## src/rtl/prim_minimum_spanning_tree_core_defines.svh

```systemverilog
// assertion macros shared by the spanning tree core rtl
`ifndef PRIM_MINIMUM_SPANNING_TREE_CORE_DEFINES_SVH
`define PRIM_MINIMUM_SPANNING_TREE_CORE_DEFINES_SVH

`ifndef SYNTH
// antecedent holds, consequent holds in the same cycle
`define PMST_ASSERT_IMP(name, ante, cons, msg) \
    name: assert property (@(posedge clk) disable iff (!rst_n) (ante) |-> (cons)) \
        else $error(msg);
// antecedent holds, consequent holds in the cycle after
`define PMST_ASSERT_NXT(name, ante, cons, msg) \
    name: assert property (@(posedge clk) disable iff (!rst_n) (ante) |=> (cons)) \
        else $error(msg);
`else
`define PMST_ASSERT_IMP(name, ante, cons, msg)
`define PMST_ASSERT_NXT(name, ante, cons, msg)
`endif

`endif

```

## src/rtl/pmst_pkg.sv

```systemverilog
// shared types and constants of the spanning tree core
package pmst_pkg;

    localparam int VERTEX_W    = 4;
    localparam int WEIGHT_IN_W = 16;
    localparam int COST_W      = 20;
    localparam int ADDR_W      = 4;
    localparam int DATA_W      = 32;

    // register indexes (byte address bits [3:2])
    localparam logic [1:0] REG_VERTEX_COUNT = 2'd0;
    localparam logic [1:0] REG_START_VERTEX = 2'd1;
    localparam logic [1:0] REG_DIRECTED     = 2'd2;

    localparam logic [4:0] VERTEX_COUNT_RST = 5'd16;
    localparam logic [3:0] START_VERTEX_RST = 4'd0;
    localparam logic       DIRECTED_RST     = 1'b0;

    localparam logic [COST_W-1:0] COST_MAX = 20'hFFFFF;

    typedef struct packed {
        logic [4:0] vertex_count;
        logic [3:0] start_vertex;
        logic       directed;
    } cfg_t;

    typedef struct packed {
        logic [VERTEX_W-1:0]    parent_vertex;
        logic [VERTEX_W-1:0]    child_vertex;
        logic [WEIGHT_IN_W-1:0] tree_edge_weight;
        logic                   reached;
        logic [COST_W-1:0]      total_cost;
        logic                   last;
    } result_t;

endpackage

```

## src/rtl/pmst_out.sv

```systemverilog
// output holding register of the spanning tree core
module pmst_out (
    input  logic              clk,
    input  logic              rst_n,
    input  logic              push,
    input  pmst_pkg::result_t push_data,
    input  logic              out_stall,
    output logic              out_free,
    output logic              out_valid,
    output pmst_pkg::result_t out_data
);
    import pmst_pkg::*;

    logic    valid_reg, valid_next;
    result_t data_reg, data_next;

    assign out_free   = !valid_reg || !out_stall;
    assign valid_next = push || (valid_reg && out_stall);
    assign data_next  = push ? push_data : data_reg;

    always_ff @(posedge clk or negedge rst_n)
    begin
        if (!rst_n)
        begin
            valid_reg <= 1'b0;
        end
        else
        begin
            valid_reg <= valid_next;
        end
    end

    always_ff @(posedge clk)
    begin
        data_reg <= data_next;
    end

    assign out_valid = valid_reg;
    assign out_data  = data_reg;

endmodule

```

## config.mk

```make
export PLATFORM = sky130hd
export DESIGN_NAME = pmst_out
export DESIGN_NICKNAME = d
export VERILOG_FILES = /design/src/rtl/prim_minimum_spanning_tree_core_defines.svh /design/src/rtl/pmst_pkg.sv /design/src/rtl/pmst_out.sv
export SDC_FILE = /design/constraint.sdc
export NUM_CORES = 1
export LEC_CHECK = 0
export CAP_MARGIN = 20
export CORE_UTILIZATION = 55
export DETAILED_ROUTE_END_ITERATION = 6
export DONT_BUFFER_PORTS = 1
export GPL_ROUTABILITY_DRIVEN = 0
export PLACE_DENSITY = 0.7
export SYNTH_ARGS = -nofsm -noshare
export SYNTH_HDL_FRONTEND = slang
export SYNTH_SLANG_ARGS = --single-unit
export TNS_END_PERCENT = 1
```

## constraint.sdc

```tcl
create_clock -name clk -period 0.8 [get_ports clk]
set_input_delay 0.04 -clock clk [delete_from_list [all_inputs] [get_ports clk]]
set_output_delay 0.04 -clock clk [all_outputs]
set_load 0.02 [all_outputs]
```

Word level (Yosys, flattened, before mapping)
Cells that the tools add are included.
{"block": "classes", "reduce_logical": 5}
{"operator": "$logic_not A1 Y1", "count": 2}
{"operator": "$logic_or A1 B1 Y1", "count": 2}
{"operator": "$logic_and A1 B1 Y1", "count": 1}
{"block": "word_totals", "regBits": 47, "input_bits": 50, "output_inout_bits": 48, "wordCells": 12}

Logic depth before layout (Yosys ltp)
{"block": "depth", "ltp_word": 2, "depth_mapped": 1, "mapped_depth_nobuf": 1}

Least setup slack after synthesis
No wires, ideal clock.
{"block": "synth_path", "kind": "reg-to-reg", "start": "register valid_reg (netlist: out_valid)", "end": "register valid_reg (netlist: out_valid)", "setup_ns": 0.118, "arrival_ns": 0.634, "t_required_ns": 0.682, "setup_slack_ns": 0.048, "stages_incl_launch_ff": 2, "path_buffers": 0, "period_less_slack_ns": 0.752, "path_cell_list": "dfrtp_1 a21o_1"}
{"block": "synth_via", "elab_chain_len": 2}
{"element": "start: declaration", "line_no": "pmst_out.sv:14", "text": "logic valid_reg, valid_next;"}
{"element": "start signal: assignment", "line_no": "pmst_out.sv:29", "text": "valid_reg <= valid_next;"}
{"element": "$logic_and A1 B1 Y1", "line_no": "pmst_out.sv:18", "text": "assign valid_next = push || (valid_reg && out_stall);"}
{"element": "$logic_or A1 B1 Y1", "line_no": "pmst_out.sv:18"}
{"element": "net valid_next", "line_no": "pmst_out.sv:14"}
The timed path passes the listed nets, and every way through them passes these cells.
A chain may end at the register's enable or synchronous reset.

Worst setup path after layout
{"block": "layout_path", "start": "register valid_reg (netlist: out_valid)", "end": "output out_valid"}
{"element": "end: declaration", "line_no": "pmst_out.sv:9", "text": "output logic out_valid,"}
No word-level cell between the ends.

==> summary.md <==
| Metric | Value |
|---|---|
| Status | finished with violations |
| Failing checks | negative hold slack, negative setup slack |
| Mapped Area | about 1400 um2 |
| RR Endpoint | out_valid |
| Worst path cell trace | buf_6 |
| # nets final | 155 |
| CTS sink count | 47 |
| CP Launch Point | out_valid |
| Yosys cell types | 4 |
| Hold buffer count at cts | 48 |
| Largest net degree at the start of global routing | 48 |
| Pwr Density | roughly 2200 nW/um2 |
| WP buf/inv | 1 |
| First-pass GRT wire length | 3190 um |
| Number of cell rows | 18 |
| Latest clock arrival within the worst-skew pair | 340 ps |
| CP Data Required Time | 760 ps |
| Vias in the first global route | between 600 and 700 |
| Worst setup EP type | primary output |
| Count of endpoints failing setup in the final report | 48 |
| Clk_skew | 0 ps |
| Initial antenna violation count | 0 |
| Yosys reg bits | 47 |
| Number of vias per cell | between 5 and 6 |
| Clk root buf | clkbuf_4 |
| DR DRC count | 0 |
| Die height | 52.8 um |
| Overall Global Routing Usage | 0.182 |
| Final hold vios | 47 |
| Wire per inst | about 19 um |
| CTS HTree Levels | 2 |
| DIE AREA | 2780 um2 |
| Crit path max fanout | 3 |
| Final global-route overflow total | 0 |
| PortBufs | 0 |
| Post-CTS Setup Bufs | 0 |
| Ys Warns | 0 |
| Max-Cap Viols | 0 |
| Final hold slack | -213 ps |
| Leakage | roughly 0.00071 uW |
| CP max stage delay | 430 ps |
| Setup ws final | -151 ps |
| Startpoint Class | flop |
| Worst ir drop on vdd | between 0.002 and 0.0025 V |
| Register area share after synthesis | 0.992 |
| Tmin final | between 900 and 1000 ps |
| Number of routed nets with antenna violations | 0 |
| Worst hold path startpoint | push |
| Metal3 WL | about 210 um |
| Hold Crit Depth | 1 |
| First-pass DRT Iterations | 4 |
| Total number of vias | 687 |
| Starting density of the core | 0.577 |
| Critical-path top delay cell | dfrtp_1 |
| Core footprint | 2450 um2 |
| CTS max path bufs | 2 |
| Die Span X | 52.8 um |
| Post-layout power | approximately 4500 uW |
| ANT cells | 0 |
| CTS buffer count | 5 |
| Filler cells | about 110 |
| R2r worst-path depth | 1 |
| RSZ-0062 raised after global routing | yes |
| Worst Hold Class | in2reg |
| First DRT Iteration DRCs | 9 |
| Layout cells sized above 1 | 0.0943 |
| WL met1 | approximately 930 um |
| Io pins | 98 |
| Worst-path clk slew | approximately 120 ps |
| Fmax | ~1100 MHz |
| Max layer used | met4 |
| Syn Inst Count | 49 |
| R2R setup slack | roughly 100 ps |
| CTS tree | built |
| Slew margin rel. | 0.843 |
| Post-Route WL | about 2500 um |
| Syn-to-layout area delta | 41.2% |
| Top delay family on crit path | flip-flops |
| Reg2reg start | out_valid |
| Final period util | 1.19 |
| Critical path class | reg2out |
| Slew @ Worst Pin | around 240 ps |
| Routed wl met2 | between 1000 and 1500 um |
| Arrival @ worst endpoint | 910 ps |
| Mapped Nets | slightly below 100 |
| Hold Path Sink | out_valid |
| Post-Route Setup TNS | -4270 ps |
| Final Max Slew Viols | 0 |
| Synthesized area per cell | a little under 30 um2 |
Yosys cell counts:
master	count	area share
edfxtp_1	46	0.97
a21o_1	1	0.0053
dfrtp_1	1	0.018
nand2_1	1	0.0026
metal layers:
| layer | up-vias | track usage |
|---|---|---|
| met4 | 0 | 0.0789 |
| met5 | - | 0 |
| li1 | 308 | - |
| met2 | 56 | 0.304 |
| met3 | 4 | 0.0928 |
| met1 | 319 | 0.190 |
worst max path at each step:
stage,to,slack (ps),depth (start not counted)
after floorplan,out_valid,50,1
after global placement,out_valid,140,1
after detailed placement,out_valid,140,1
after CTS,out_valid,-160,1
after global routing,out_valid,-180,1
final,out_valid,-150,1
flip-flops by register name, indices dropped and copies added (netlist names):
register,flops
out_data,46
out_valid,1
logic make-up after synthesis:
logic type      Yosys count  share of synthesized area
flops                    47                      0.992
simple gates              1                    0.00265
compound gates            1                    0.00530
repair_timing:
action / in CTS / in global routing
pin swaps: 0 / 1
setup endpoints to repair: 48 / 48
endpoints found under the hold margin: 94 / 47
resized for setup: 2 / 0
through the flow:
step	utilization	std cells	hold WS, ps	setup slack [ps]	area [um2]
after floorplan	-	49	-256	48.3	1420
after global placement	0.596	80	-256	142	1460
after detailed placement	0.596	80	-256	135	1460
after CTS	0.815	136	-223	-164	2000
after global routing	0.815	136	-232	-185	2000
final	0.815	136	-213	-151	2000
layout by cell type (no fill, tap or decap), drive strengths merged:
cell type / count
dlygate4sd3: 48
edfxtp: 46
clkbuf: 5
clkinv: 3
nand2: 1
a21o: 1
dfrtp: 1
buf: 1
power by group:
group	internal (uW)	switching, uW	total (uW)
clock network	328	668	996
registers	2930	316	3250
logic	165	47.7	213
total	3430	1030	4460
area by class of cell:
class / instances / area (um2) / area share
Multi-Input combinational cell: 2 / 13.8 / 0.00687
Clock buffer: 5 / 37.5 / 0.0188
Tap cell: 30 / 37.5 / 0.0188
Sequential cell: 47 / 1410 / 0.703
Timing Repair Buffer: 49 / 492 / 0.246
Clock inverter: 3 / 15.0 / 0.00750
No activity file was read; power rests on OpenSTA's default activity.
