==> config.mk <==
export PLATFORM = sky130hd
export DESIGN_NAME = pmst_cfg
export DESIGN_NICKNAME = d
export VERILOG_FILES = /design/src/rtl/prim_minimum_spanning_tree_core_defines.svh /design/src/rtl/pmst_pkg.sv /design/src/rtl/pmst_cfg.sv
export SDC_FILE = /design/constraint.sdc
export NUM_CORES = 1
export LEC_CHECK = 0
export CAP_MARGIN = 20
export CORE_UTILIZATION = 35
export DETAILED_ROUTE_END_ITERATION = 16
export DONT_BUFFER_PORTS = 1
export GPL_TIMING_DRIVEN = 1
export PLACE_DENSITY = 0.6
export SYNTH_ARGS = -nofsm -noshare
export SYNTH_HDL_FRONTEND = slang
export SYNTH_SLANG_ARGS = --single-unit
==> constraint.sdc <==
create_clock -name clk -period 2.95 [get_ports clk]
set_clock_uncertainty 0.2 [all_clocks]
set_input_delay 0.1475 -clock clk [delete_from_list [all_inputs] [get_ports clk]]
set_output_delay 0.1475 -clock clk [all_outputs]
set_load 0.02 [all_outputs]
==> src/rtl/prim_minimum_spanning_tree_core_defines.svh <==
// assertion macros shared by the spanning tree core rtl
`ifndef PRIM_MINIMUM_SPANNING_TREE_CORE_DEFINES_SVH
`define PRIM_MINIMUM_SPANNING_TREE_CORE_DEFINES_SVH

`ifndef SYNTH
// antecedent holds, consequent holds in the same cycle
`define PMST_ASSERT_IMP(name, ante, cons, msg) \
    name: assert property (@(posedge clk) disable iff (!rst_n) (ante) |-> (cons)) \
        else $error(msg);
// antecedent holds, consequent holds in the cycle after
`define PMST_ASSERT_NXT(name, ante, cons, msg) \
    name: assert property (@(posedge clk) disable iff (!rst_n) (ante) |=> (cons)) \
        else $error(msg);
`else
`define PMST_ASSERT_IMP(name, ante, cons, msg)
`define PMST_ASSERT_NXT(name, ante, cons, msg)
`endif

`endif

==> src/rtl/pmst_pkg.sv <==
// shared types and constants of the spanning tree core
package pmst_pkg;

    localparam int VERTEX_W    = 4;
    localparam int WEIGHT_IN_W = 16;
    localparam int COST_W      = 20;
    localparam int ADDR_W      = 4;
    localparam int DATA_W      = 32;

    // register indexes (byte address bits [3:2])
    localparam logic [1:0] REG_VERTEX_COUNT = 2'd0;
    localparam logic [1:0] REG_START_VERTEX = 2'd1;
    localparam logic [1:0] REG_DIRECTED     = 2'd2;

    localparam logic [4:0] VERTEX_COUNT_RST = 5'd16;
    localparam logic [3:0] START_VERTEX_RST = 4'd0;
    localparam logic       DIRECTED_RST     = 1'b0;

    localparam logic [COST_W-1:0] COST_MAX = 20'hFFFFF;

    typedef struct packed {
        logic [4:0] vertex_count;
        logic [3:0] start_vertex;
        logic       directed;
    } cfg_t;

    typedef struct packed {
        logic [VERTEX_W-1:0]    parent_vertex;
        logic [VERTEX_W-1:0]    child_vertex;
        logic [WEIGHT_IN_W-1:0] tree_edge_weight;
        logic                   reached;
        logic [COST_W-1:0]      total_cost;
        logic                   last;
    } result_t;

endpackage

==> src/rtl/pmst_cfg.sv <==
// apb configuration registers of the spanning tree core
module pmst_cfg (
    input  logic                        clk,
    input  logic                        rst_n,
    input  logic                        psel,
    input  logic                        penable,
    input  logic                        pwrite,
    input  logic [pmst_pkg::ADDR_W-1:0] paddr,
    input  logic [pmst_pkg::DATA_W-1:0] pwdata,
    output logic [pmst_pkg::DATA_W-1:0] prdata,
    output logic                        pready,
    output pmst_pkg::cfg_t              cfg
);
    import pmst_pkg::*;

    logic [4:0] vertex_count_reg;
    logic [3:0] start_vertex_reg;
    logic       directed_reg;
    logic       wr_en;

    assign pready = 1'b1;
    assign wr_en  = psel && penable && pwrite && pready;

    always_ff @(posedge clk or negedge rst_n)
    begin
        if (!rst_n)
        begin
            vertex_count_reg <= VERTEX_COUNT_RST;
            start_vertex_reg <= START_VERTEX_RST;
            directed_reg     <= DIRECTED_RST;
        end
        else if (wr_en)
        begin
            case (paddr[3:2])
                REG_VERTEX_COUNT: vertex_count_reg <= pwdata[4:0];
                REG_START_VERTEX: start_vertex_reg <= pwdata[3:0];
                REG_DIRECTED:     directed_reg     <= pwdata[0];
                default:          ;
            endcase
        end
    end

    always_comb
    begin
        case (paddr[3:2])
            REG_VERTEX_COUNT: prdata = DATA_W'(vertex_count_reg);
            REG_START_VERTEX: prdata = DATA_W'(start_vertex_reg);
            REG_DIRECTED:     prdata = DATA_W'(directed_reg);
            default:          prdata = '0;
        endcase
    end

    assign cfg.vertex_count = vertex_count_reg;
    assign cfg.start_vertex = start_vertex_reg;
    assign cfg.directed     = directed_reg;

endmodule

---- Word-level counts from Yosys, hierarchy flattened ----
Cells that the tools add are included.
cells by class
  reductions and logical operators ........ 6
  mux-type cells .......................... 1
  equal/unequal tests ..................... 2
operators with widths
  cell                                           number
  one-hot mux 5 bit (3 select lines)             1
  AND reduction 2 bit                            3
  == test 2 x 1 -> 1 bit, second input constant  1
  == test 2 bit, second input constant           1
  logical AND 1 bit                              2
  logical NOT 2 bit                              1
storage, ports and cells
  logic and storage cells ................. 12
  register bits ........................... 10
  input bits .............................. 41

---- Depth between registers and ports, before layout ----
Gate-level depths: netlist (run 1).
  depth after elaboration ................. 3
  depth in mapped cells ................... 4
  mapped depth without buffers ............ 3

---- Worst setup path before layout (run 1) ----
Ideal clock, no wire load.
  path kind ............................... register -> output
  start ................................... register vertex_count_reg[4]
  end ..................................... output prdata[4] in the netlist's numbering
  stages on the path, launching flop included .. 2
  arrival time ............................ 1,128 ps
  required time ........................... 2,602 ps
  path buffers ............................ 0
  slack ................................... 1,474 ps
  cell sequence ........................... dfstp_2 > nor3b_1
on the way
  longest elaborated chain between the ends .. 1
RTL lines
  element                             line            RTL
  from (decl)                         pmst_cfg.sv:16  logic [4:0] vertex_count_reg;
  from (signal assigned)              pmst_cfg.sv:35  REG_VERTEX_COUNT: vertex_count_reg <= pwdata[4:0];
  one-hot mux 5 bit (3 select lines)  pmst_cfg.sv:45  case (paddr[3:2])
  to (decl)                           pmst_cfg.sv:10  output logic [pmst_pkg::DATA_W-1:0] prdata,
Every way passes these cells.

---- Worst setup path after layout (run 1) ----
  start ................................... input paddr[3] in the netlist's numbering
  end ..................................... register start_vertex_reg[0]
on the way
  longest elaborated chain between the ends .. 2
RTL lines
  element                               line            RTL
  from (decl)                           pmst_cfg.sv:8   input logic [pmst_pkg::ADDR_W-1:0] paddr,
  == test 2 x 1 -> 1 bit                pmst_cfg.sv:34  case (paddr[3:2])
  AND reduction 2 bit (no source line)  n/a
  to (signal assigned)                  pmst_cfg.sv:36  REG_START_VERTEX: start_vertex_reg <= pwdata[3:0];
  to (decl)                             pmst_cfg.sv:17  logic [3:0] start_vertex_reg;
Every way passes these cells.
A chain may end at the register's enable or synchronous reset.

==> flow_summary_export.csv, run 1 <==
group,metric,value,unit
synth,post_synth_and_or_nand_nor_area_fraction,8.35,%
placement,dp_hpwl,810,µm
hold_path,worstHoldPathCells,2,
final_layout,multi_input_comb_area,344,µm²
route,top_signal_layer_used,"met4",
die,design.core.area,1980,µm²
synth,synth-edff-count,0,
cts,clock_insertion_delay_worst_skew,270,ps
timing,relSlewSlack,52.0,%
synth,post_synth_inst_count,68,
synth,yosys_warning_total,0,
synth,mappedNetlistArea,749,µm²
route,vias,397,
final_layout,drive_above_1_share,21.3,%
die,io_pins,84,
power,leakagePower,0.373,nW
cts,clk_slew_on_worst_s_h_paths,70,ps
final_layout,regArea,251,µm²
grt,grt_usage,11.9,%
setup_path,path_max_fanout,9,
placement,finalWeightedCongestion,0.593,
route,met3RoutedLength,121,µm
placement,number_of_input_and_output_port_buffers_inserted,0,
cts,cts_tree,"built",
setup_path,critPathCaptureType,"flip-flop",
final_layout,syn_to_final_growth,-0.501,%
synth,post_synth_main_area_contributors,"sky130_fd_sc_hd__dfrtp_1 30%, sky130_fd_sc_hd__buf_4 29%, sky130_fd_sc_hd__mux2_4 10%",
synth,synth_ff_type,"sky130_fd_sc_hd__dfrtp_1",
hold_path,min-delay-path-class,"input pin to flip-flop",
timing,period_minus_slack,2080,ps
synth,yosysTopAreaCell,"sky130_fd_sc_hd__dfrtp_1",
route,drtPass1Iterations,2,
cts,clk_path_buf_depth,2,
setup_path,timing.critical_path.required,2900,ps
route,route.final.wire_length,1.19,mm
die,fp-row-count,16,
die,floorplan.initialDensity,37.8,%
synth,top_count_cell_post_synth,"sky130_fd_sc_hd__buf_4",
timing,max_freq,482,MHz
timing,whs,33.7,ps
route,dr_wl_met2,571,µm
grt,grt_max_degree,11,
setup_path,worst_r2r_path_depth,2,
final_layout,insertedDiodeCount,0,
grt,grt.overflow.total,0,
synth,synth_async_sr_flop_share,100,%
power,power_per_cell_area,614,nW/µm²
timing,worst_pin_slew,718,ps
final_layout,fin_nets,117,
run_status,status,"finished, final reports clean",
timing,grt_setup_unrepaired,"no",
power,irDropWorstVdd,0.322,mV
timing,final-max-slew-violation-count,0,
final_layout,largest_register_ffs,5,
synth,synth_xor_area_share,0,%
die,die-width,48.3,µm
synth,netlist.area_leader.share,30.1,%
route,drc_errors,0,
setup_path,critical_path.startpoint_type,"input pin",
flow_run,maxCapViolations,0,
die,die_area,2330,µm²
route,drt-wirelength-per-cell,11.7,µm
timing,finalSetupViolations,0,
synth,ys_seq_area_share,33.6,%
route,drt_iter0_drc,6,
grt,global_route_wire_length_before_repair,1.72,mm
synth,synthTopCellsByCount,"29 x sky130_fd_sc_hd__buf_4, 9 x sky130_fd_sc_hd__dfrtp_1, 5 x sky130_fd_sc_hd__mux2_2, 5 x sky130_fd_sc_hd__mux2_4, 4 x sky130_fd_sc_hd__mux2i_1",
synth,post_synth_fa_ha_maj_area_fraction,0,%
cts,cts.htree.levels,1,
cts,cts_made_buffers,3,
timing,setup_total_negative_slack,0,ps
synth,compound_gate_fraction_of_synth_area,0.668,%
synth,synth.ff_latch_count,10,
final_layout,fillerInstances,207,
synth,synthDistinctLibCells,15,
setup_path,crit_arrival,2030,ps
grt,grt_pass1_vias,354,
cts,cts_root_buffer,"sky130_fd_sc_hd__clkbuf_4",
cts,cts_setup_buffers,0,
die,fp.dieH,48.3,µm
setup_path,critical_path_type,"input pin to flip-flop",
route,drt-vias-per-instance,3.89,
route,final_antenna_net_count,0,
synth,dominant_combinational_cell_family_by_area_after_synthesis,"buffers and inverters",
synth,postSynthAreaPerCell,11.0,µm²
timing,finalHoldViolations,0,
cts,cts_num_sinks,10,
grt,antenna_found_initial,0,
route,route.layer.met1.wl,475,µm
timing,finalCritPeriodShare,70.4,%
synth,mux_cell_area_share_after_synthesis,22.9,%
logic make-up (layout without fill, tap and decap cells):
| logic type | after synthesis | in the layout |
|---|---|---|
| other | 2 | 28 |
| DFF | 10 | 10 |
| AOI/OAI and AO/OA | 1 | 1 |
| buffers and inverters | 32 | 13 |
| and+or+nand+nor | 9 | 9 |
| muxes | 14 | 14 |
routing by layer:
layer / global-route usage, % / up-vias
met2: 17.1 / 33
met1: 14.1 / 181
met3: 4.44 / 4
li1: - / 179
met5: 0 / -
met4: 10.0 / 0
per-stage QoR:
stage	instances	setup WS [ps]	power, mW	util [%]	instance area, µm²
2_1_floorplan	94	1470	0.372	-	847
5_1_grt	102	812	0.494	37.6	746
4_1_cts	102	870	0.463	37.6	746
6_report	102	874	0.458	37.6	746
3_5_place_dp	89	1390	0.347	31.8	629
3_3_place_gp	89	1390	0.344	31.8	629
path summary, 6_finish.rpt:
path	from	endpoint	slack (ps)
min reg2reg	vertex_count_reg[4]$_DFFE_PN1P_	vertex_count_reg[4]$_DFFE_PN1P_	480
max reg2reg	start_vertex_reg[0]$_DFFE_PN0P_	start_vertex_reg[0]$_DFFE_PN0P_	1320
max in group asynchronous	rst_n	vertex_count_reg[4]$_DFFE_PN1P_	2160
min in group asynchronous	rst_n	start_vertex_reg[0]$_DFFE_PN0P_	50
max	paddr[3]	start_vertex_reg[0]$_DFFE_PN0P_	870
min	paddr[2]	vertex_count_reg[3]$_DFFE_PN0P_	30
worst max-delay path, stage by stage:
cell and delay (ps):
sky130_fd_sc_hd__dlygate4sd3_1 560, sky130_fd_sc_hd__nor3b_2 390, sky130_fd_sc_hd__mux2_2 380, sky130_fd_sc_hd__dlygate4sd3_1 560
area by class of cell:
cell class	count	area share [%]
repair buffers	9	12.1
well taps	27	4.53
flip-flops and latches	10	33.7
clock buffers	4	3.52
multi-input cells	52	46.1
where the power goes:
group	internal [mW]	switching (mW)	leakage [nW]
registers	0.171	0.0703	0.121
clock network	0.0521	0.0442	0.0150
logic	0.0536	0.0664	0.237
total	0.277	0.181	0.373
cell usage in the layout, fill, tap and decap left out, drive strengths merged:
cell type    count
mux2i            4
or3              1
conb            28
mux2            10
dfstp            1
nand3b           1
dlygate4sd3      9
nor2             3
o21ai            1
dfrtp            9
nand3            1
clkbuf           4
nor3b            3
repair_timing:
action,in CTS,in global routing
hold buffers,9,0
gates resized for setup,0,0
hold endpoints to repair,20,0
Power figures use the tool's default switching activity.
==> run 2: changes to the inputs <==
--- a/config.mk
+++ b/config.mk
@@ -10,7 +10,7 @@
 export DETAILED_ROUTE_END_ITERATION = 16
 export DONT_BUFFER_PORTS = 1
 export GPL_TIMING_DRIVEN = 1
-export PLACE_DENSITY = 0.6
+export PLACE_DENSITY = 0.62
 export SYNTH_ARGS = -nofsm -noshare
 export SYNTH_HDL_FRONTEND = slang
 export SYNTH_SLANG_ARGS = --single-unit
==> constraint.sdc (replaced) <==
create_clock -name clk -period 1.8 [get_ports clk]
set_clock_uncertainty 0.2 [all_clocks]
set_input_delay 0.09 -clock clk [delete_from_list [all_inputs] [get_ports clk]]
set_output_delay 0.09 -clock clk [all_outputs]
set_load 0.02 [all_outputs]
==> run 2 against run 1 <==
Sequential share of layout area fell by 1.9 points; non-clock buffer count up 4; worst hold slack worse by 25 ps; global-route usage is 0.077 points lower; register-to-register slack got worse by 1200 ps; final cell count grew 3.9%; wire length fell by 0.17%; via count rose by 4.5%; clock-buffer cell count is the same; die area unchanged; critical path type is now flip-flop to flip-flop; largest cell class unchanged; highest routed layer is now met3.
==> flow_summary_export.csv, run 2 (synthesis gave the netlist of run 1 again) <==
group,metric,value,unit
setup_path,critical_path.startpoint_type,"flip-flop",
timing,finalSetupViolations,0,
die,io_pins,84,
final_layout,fillerInstances,221,
final_layout,largest_register_ffs,5,
grt,grt_pass1_vias,404,
final_layout,insertedDiodeCount,0,
setup_path,path_max_fanout,3,
die,fp-row-count,16,
final_layout,fin_nets,121,
timing,whs,9.11,ps
final_layout,layout.cells.most_common,"sky130_fd_sc_hd__conb_1",
final_layout,regArea,251,µm²
timing,finalCritPeriodShare,91.8,%
flow_run,maxCapViolations,0,
setup_path,r2r_setup_slack,150,ps
die,floorplan.initialDensity,37.8,%
route,drtPass1Iterations,3,
route,final_antenna_net_count,0,
die,fp.dieH,48.3,µm
hold_path,min-delay-path-class,"input pin to asynchronous set/reset pin",
power,power_per_cell_area,1030,nW/µm²
power,irDropWorstVdd,0.550,mV
placement,finalWeightedCongestion,0.663,
die,die-width,48.3,µm
final_layout,syn_to_final_growth,5.51,%
grt,grt.overflow.total,0,
cts,clk_path_buf_depth,2,
route,drt_iter0_drc,2,
cts,cts_num_sinks,10,
grt,antenna_found_initial,0,
grt,grt_usage,11.9,%
setup_path,worstReg2RegEnd,"directed_reg$_DFFE_PN0P_",
placement,detailed_place.area,644,µm²
placement,worst_slack_at_placement,464,ps
grt,grtUsageMet1,12.5,%
final_layout,multi_input_comb_area,344,µm²
cts,clock_insertion_delay_worst_skew,260,ps
timing,worst_slack,148,ps
grt,global_route_wire_length_before_repair,1.83,mm
grt,grt_max_degree,11,
route,drt-vias-per-instance,3.92,
die,design.core.area,1980,µm²
route,drc_errors,0,
placement,dp_hpwl,847,µm
cts,cts_made_buffers,3,
cts,cts_setup_buffers,0,
run_status,status,"finished, final reports clean",
timing,finalHoldViolations,0,
timing,max_freq,605,MHz
setup_path,startpoint_of_the_worst_slack_reg_to_reg_timing_path,"directed_reg$_DFFE_PN0P_",
final_layout,drive_above_1_share,24.1,%
setup_path,crit_arrival,1600,ps
die,die_area,2330,µm²
grt,grtUsageMet2,21.1,%
timing,period_minus_slack,1650,ps
final_layout,postLayoutCellArea,791,µm²
setup_path,timing.critical_path.required,1740,ps
placement,number_of_input_and_output_port_buffers_inserted,0,
cts,clk_slew_on_worst_s_h_paths,70,ps
setup_path,critical_path_type,"flip-flop to flip-flop",
final_layout,mostFrequentLayoutCells,"28 x sky130_fd_sc_hd__conb_1, 11 x sky130_fd_sc_hd__dlygate4sd3_1, 9 x sky130_fd_sc_hd__dfrtp_1",
timing,grt_setup_unrepaired,"no",
timing,final-max-slew-violation-count,0,
timing,setup_total_negative_slack,0,ps
route,route.final.wire_length,1.19,mm
cts,cts.htree.levels,1,
setup_path,startpoint,"directed_reg$_DFFE_PN0P_",
cts,cts_tree,"built",
setup_path,critPathCaptureType,"flip-flop",
cts,cts_root_buffer,"sky130_fd_sc_hd__clkbuf_4",
grt,grt.busiest_layer,"met2",
setup_path,worst_r2r_path_depth,2,
route,vias,415,
grt,grtUsageMet3,4.44,%
route,drt-wirelength-per-cell,11.2,µm
power,leakagePower,0.399,nW
## run 2: stage by stage
step / instances / total power [mW] / utilization [%]
final: 106 / 0.813 / 39.9
after global routing: 106 / 0.864 / 39.9
after CTS: 106 / 0.822 / 39.9
after detailed placement: 91 / 0.578 / 32.5
after global placement: 91 / 0.572 / 32.5
after floorplan: 94 / 0.610 / -
## run 2: worst max-delay path, stage by stage, from the launching register on
cell and delay (ps):
sky130_fd_sc_hd__dfrtp_1 470, sky130_fd_sc_hd__mux2_2 300, sky130_fd_sc_hd__dlygate4sd3_1 560
## run 2: worst max-delay path by stage
stage | depth (start not counted) | end | slack [ps]
after global routing | 2 | directed_reg$_DFFE_PN0P_ | 100
final | 2 | directed_reg$_DFFE_PN0P_ | 150
after CTS | 2 | directed_reg$_DFFE_PN0P_ | 170
after detailed placement | 3 | start_vertex_reg[2]$_DFFE_PN0P_ | 460
after global placement | 3 | start_vertex_reg[2]$_DFFE_PN0P_ | 500
after floorplan | 1 | prdata[4] | 380
## run 2: per-layer routing
metal | wire [µm] | up-vias | part of all wire, %
li1 | - | 187 | -
met1 | 393 | 192 | 33
met2 | 663 | 36 | 56
met3 | 134 | 0 | 11
met4 | 0 | 0 | 0
met5 | 0 | - | 0
## run 2: what timing repair did
action,in CTS,in global routing
gates resized for setup,0,0
endpoints found under the hold margin,20,0
hold buffers,11,0
## run 2: power breakdown
part	total (mW)	internal, mW	leakage, nW	switching, mW
registers	0.396	0.281	0.121	0.115
clock network	0.199	0.123	0.0210	0.0760
logic	0.219	0.106	0.257	0.112
total	0.813	0.510	0.399	0.303
## run 2: area by class of cell
class                      count  share of cell area [%]
tap                           27                    4.27
multi-input combinational     52                    43.5
clock buffer                   4                    4.59
timing repair buffer          13                    15.8
sequential                    10                    31.8
==> run 3: changes to the inputs <==
--- a/config.mk
+++ b/config.mk
@@ -10,7 +10,7 @@
 export DETAILED_ROUTE_END_ITERATION = 16
 export DONT_BUFFER_PORTS = 1
 export GPL_TIMING_DRIVEN = 1
-export PLACE_DENSITY = 0.62
+export PLACE_DENSITY = 0.6
 export SYNTH_ARGS = -nofsm -noshare
 export SYNTH_HDL_FRONTEND = slang
 export SYNTH_SLANG_ARGS = --single-unit
==> constraint.sdc (replaced) <==
create_clock -name clk -period 1.6 [get_ports clk]
set_clock_uncertainty 0.2 [all_clocks]
set_input_delay 0.08 -clock clk [delete_from_list [all_inputs] [get_ports clk]]
set_output_delay 0.08 -clock clk [all_outputs]
set_load 0.02 [all_outputs]
==> run 3 against run 2 <==
Clock-buffer cell count stayed put; final cell count is 1.9% lower; via count is 2.2% lower; non-clock buffer count is 2 lower; sequential power is 13% higher; global-route usage is 0.068 points lower; total power is 3.8% higher; sequential share of layout area is 1.3 points higher; worst hold slack better by 27 ps; combinational power is 2% higher; critical path type is now flip-flop to primary output.
==> flow_summary_export.csv, run 3 (synthesis gave the netlist of run 1 again) <==
group,metric,value,unit
route,drt-vias-per-instance,3.90,
route,drt_iter0_drc,9,
grt,grt_usage,11.8,%
hold_path,min-delay-path-class,"input pin to flip-flop",
setup_path,critPathBufInv,1,
flow_run,maxCapViolations,0,
setup_path,cpPeakStageDelay,600,ps
power,p_int,514,µW
power,irDropWorstVdd,0.641,mV
power,leakagePower,0.382,nW
route,route.final.wire_length,1.19,mm
run_status,status,"finished, final reports clean",
setup_path,cp_cell_sequence,"nor3b_1 -> buf_4",
setup_path,timing.critical_path.required,1320,ps
power,power.share.clock,20.7,%
route,drc_errors,0,
power,netSwitchingFraction,39.1,%
route,final_antenna_net_count,0,
timing,grt_setup_unrepaired,"no",
cts,cts_root_buffer,"sky130_fd_sc_hd__clkbuf_4",
route,drtPass1Iterations,3,
grt,grt.overflow.total,0,
die,floorplan.initialDensity,37.8,%
die,die-width,48.3,µm
power,power.share.combinational,26.5,%
setup_path,worstReg2RegEnd,"vertex_count_reg[0]$_DFFE_PN0P_",
die,design.core.area,1980,µm²
final_layout,syn_to_final_growth,1.50,%
final_layout,largest_register_ffs,5,
cts,cts_num_sinks,10,
cts,clk_slew_on_worst_s_h_paths,60,ps
final_layout,mostFrequentLayoutCells,"28 x sky130_fd_sc_hd__conb_1, 9 x sky130_fd_sc_hd__dfrtp_1, 9 x sky130_fd_sc_hd__dlygate4sd3_1",
hold_path,min_from,"penable",
timing,max_freq,650,MHz
route,vias,406,
route,drt-wirelength-per-cell,11.5,µm
grt,global_route_wire_length_before_repair,1.68,mm
hold_path,worstHoldPathCells,3,
hold_path,hold_end,"directed_reg$_DFFE_PN0P_",
setup_path,worst_r2r_path_depth,1,
final_layout,fin_nets,119,
cts,clk_path_buf_depth,2,
timing,period_minus_slack,1540,ps
setup_path,crit_path_top_delay_cell,"sky130_fd_sc_hd__dfstp_2",
die,io_pins,84,
placement,number_of_input_and_output_port_buffers_inserted,0,
die,fp-row-count,16,
power,switching_pwr,330,µW
setup_path,crit_arrival,1260,ps
cts,cts_resized,0,
final_layout,drive_above_1_share,23.4,%
die,die_area,2330,µm²
final_layout,insertedDiodeCount,0,
timing,finalHoldViolations,0,
setup_path,startpoint_of_the_worst_slack_reg_to_reg_timing_path,"vertex_count_reg[0]$_DFFE_PN0P_",
timing,final-max-slew-violation-count,0,
grt,grt_pass1_vias,342,
grt,antenna_found_initial,0,
final_layout,multi_input_comb_area,344,µm²
placement,finalWeightedCongestion,0.628,
cts,cts_made_buffers,3,
cts,clock_insertion_delay_worst_skew,260,ps
final_layout,final_core_density,38.4,%
power,finalPower,844,µW
final_layout,layout.cells.most_common,"sky130_fd_sc_hd__conb_1",
cts,cts.htree.levels,1,
setup_path,r2r_setup_slack,520,ps
setup_path,critPathCaptureType,"primary output",
setup_path,path_max_fanout,3,
grt,grt_max_degree,11,
final_layout,fillerInstances,209,
setup_path,critical_path_type,"flip-flop to primary output",
setup_path,worst_path_dominant_cell_family,"flip-flops",
final_layout,regArea,251,µm²
die,fp.dieH,48.3,µm
timing,whs,36.2,ps
cts,cts_tree,"built",
setup_path,critical_path.startpoint_type,"flip-flop",
power,power_per_cell_area,1110,nW/µm²
timing,setup_total_negative_slack,0,ps
power,seq_power_share,52.8,%
timing,finalSetupViolations,0,
placement,dp_hpwl,817,µm
timing,finalCritPeriodShare,96.2,%
run 3: changes by cell type in the layout (fill, tap and decap cells not counted):
cell,delta
sky130_fd_sc_hd__dlygate4sd3_1,-2
sky130_fd_sc_hd__clkbuf_1,+1
sky130_fd_sc_hd__clkbuf_8,-1
run 3: layer usage:
| metal | GRT usage, % | part of all wire, % | vias up |
|---|---|---|---|
| met4 | 8.33 | 0 | 0 |
| met2 | 16.0 | 49 | 32 |
| met5 | 0 | 0 | - |
| met1 | 14.8 | 42 | 193 |
| li1 | - | - | 181 |
| met3 | 5.19 | 9.0 | 0 |
run 3: what timing repair did:
| action | 4_1_cts | 5_1_grt |
|---|---|---|
| hold buffers | 9 | 0 |
| setup buffers | 0 | 0 |
| endpoints found under the hold margin | 20 | 0 |
run 3: power by group through the flow:
stage / logic, mW / registers, mW / clock network [mW]
floorplan: 0.260 / 0.426 / 0
global placement: 0.196 / 0.449 / 0
detailed placement: 0.199 / 0.451 / 0
CTS: 0.224 / 0.447 / 0.188
global route: 0.248 / 0.455 / 0.208
finish: 0.224 / 0.446 / 0.175
run 3: stage by stage:
stage / area [µm²] / setup WS (ps) / instances
4_1_cts: 761 / 52.0 / 104
3_3_place_gp: 644 / 274 / 91
5_1_grt: 761 / 9.22 / 104
3_5_place_dp: 644 / 239 / 91
2_1_floorplan: 847 / 192 / 94
6_report: 761 / 61.1 / 104
run 3: worst max-delay path by stage:
stage                                    start                         endpoint  cells past startpoint
4_1_cts        vertex_count_reg[4]$_DFFE_PN1P_                        prdata[4]                      2
6_report       vertex_count_reg[4]$_DFFE_PN1P_                        prdata[4]                      2
2_1_floorplan  vertex_count_reg[4]$_DFFE_PN1P_                        prdata[4]                      1
5_1_grt        vertex_count_reg[4]$_DFFE_PN1P_                        prdata[4]                      2
3_5_place_dp                            pwrite  start_vertex_reg[2]$_DFFE_PN0P_                      3
3_3_place_gp                            pwrite  start_vertex_reg[2]$_DFFE_PN0P_                      3
run 3: layout make-up:
class                      count  area share (%)
multi-input combinational     52            45.2
sequential                    10            33.1
timing repair buffer          11            13.8
tap                           27            4.44
clock buffer                   4            3.45
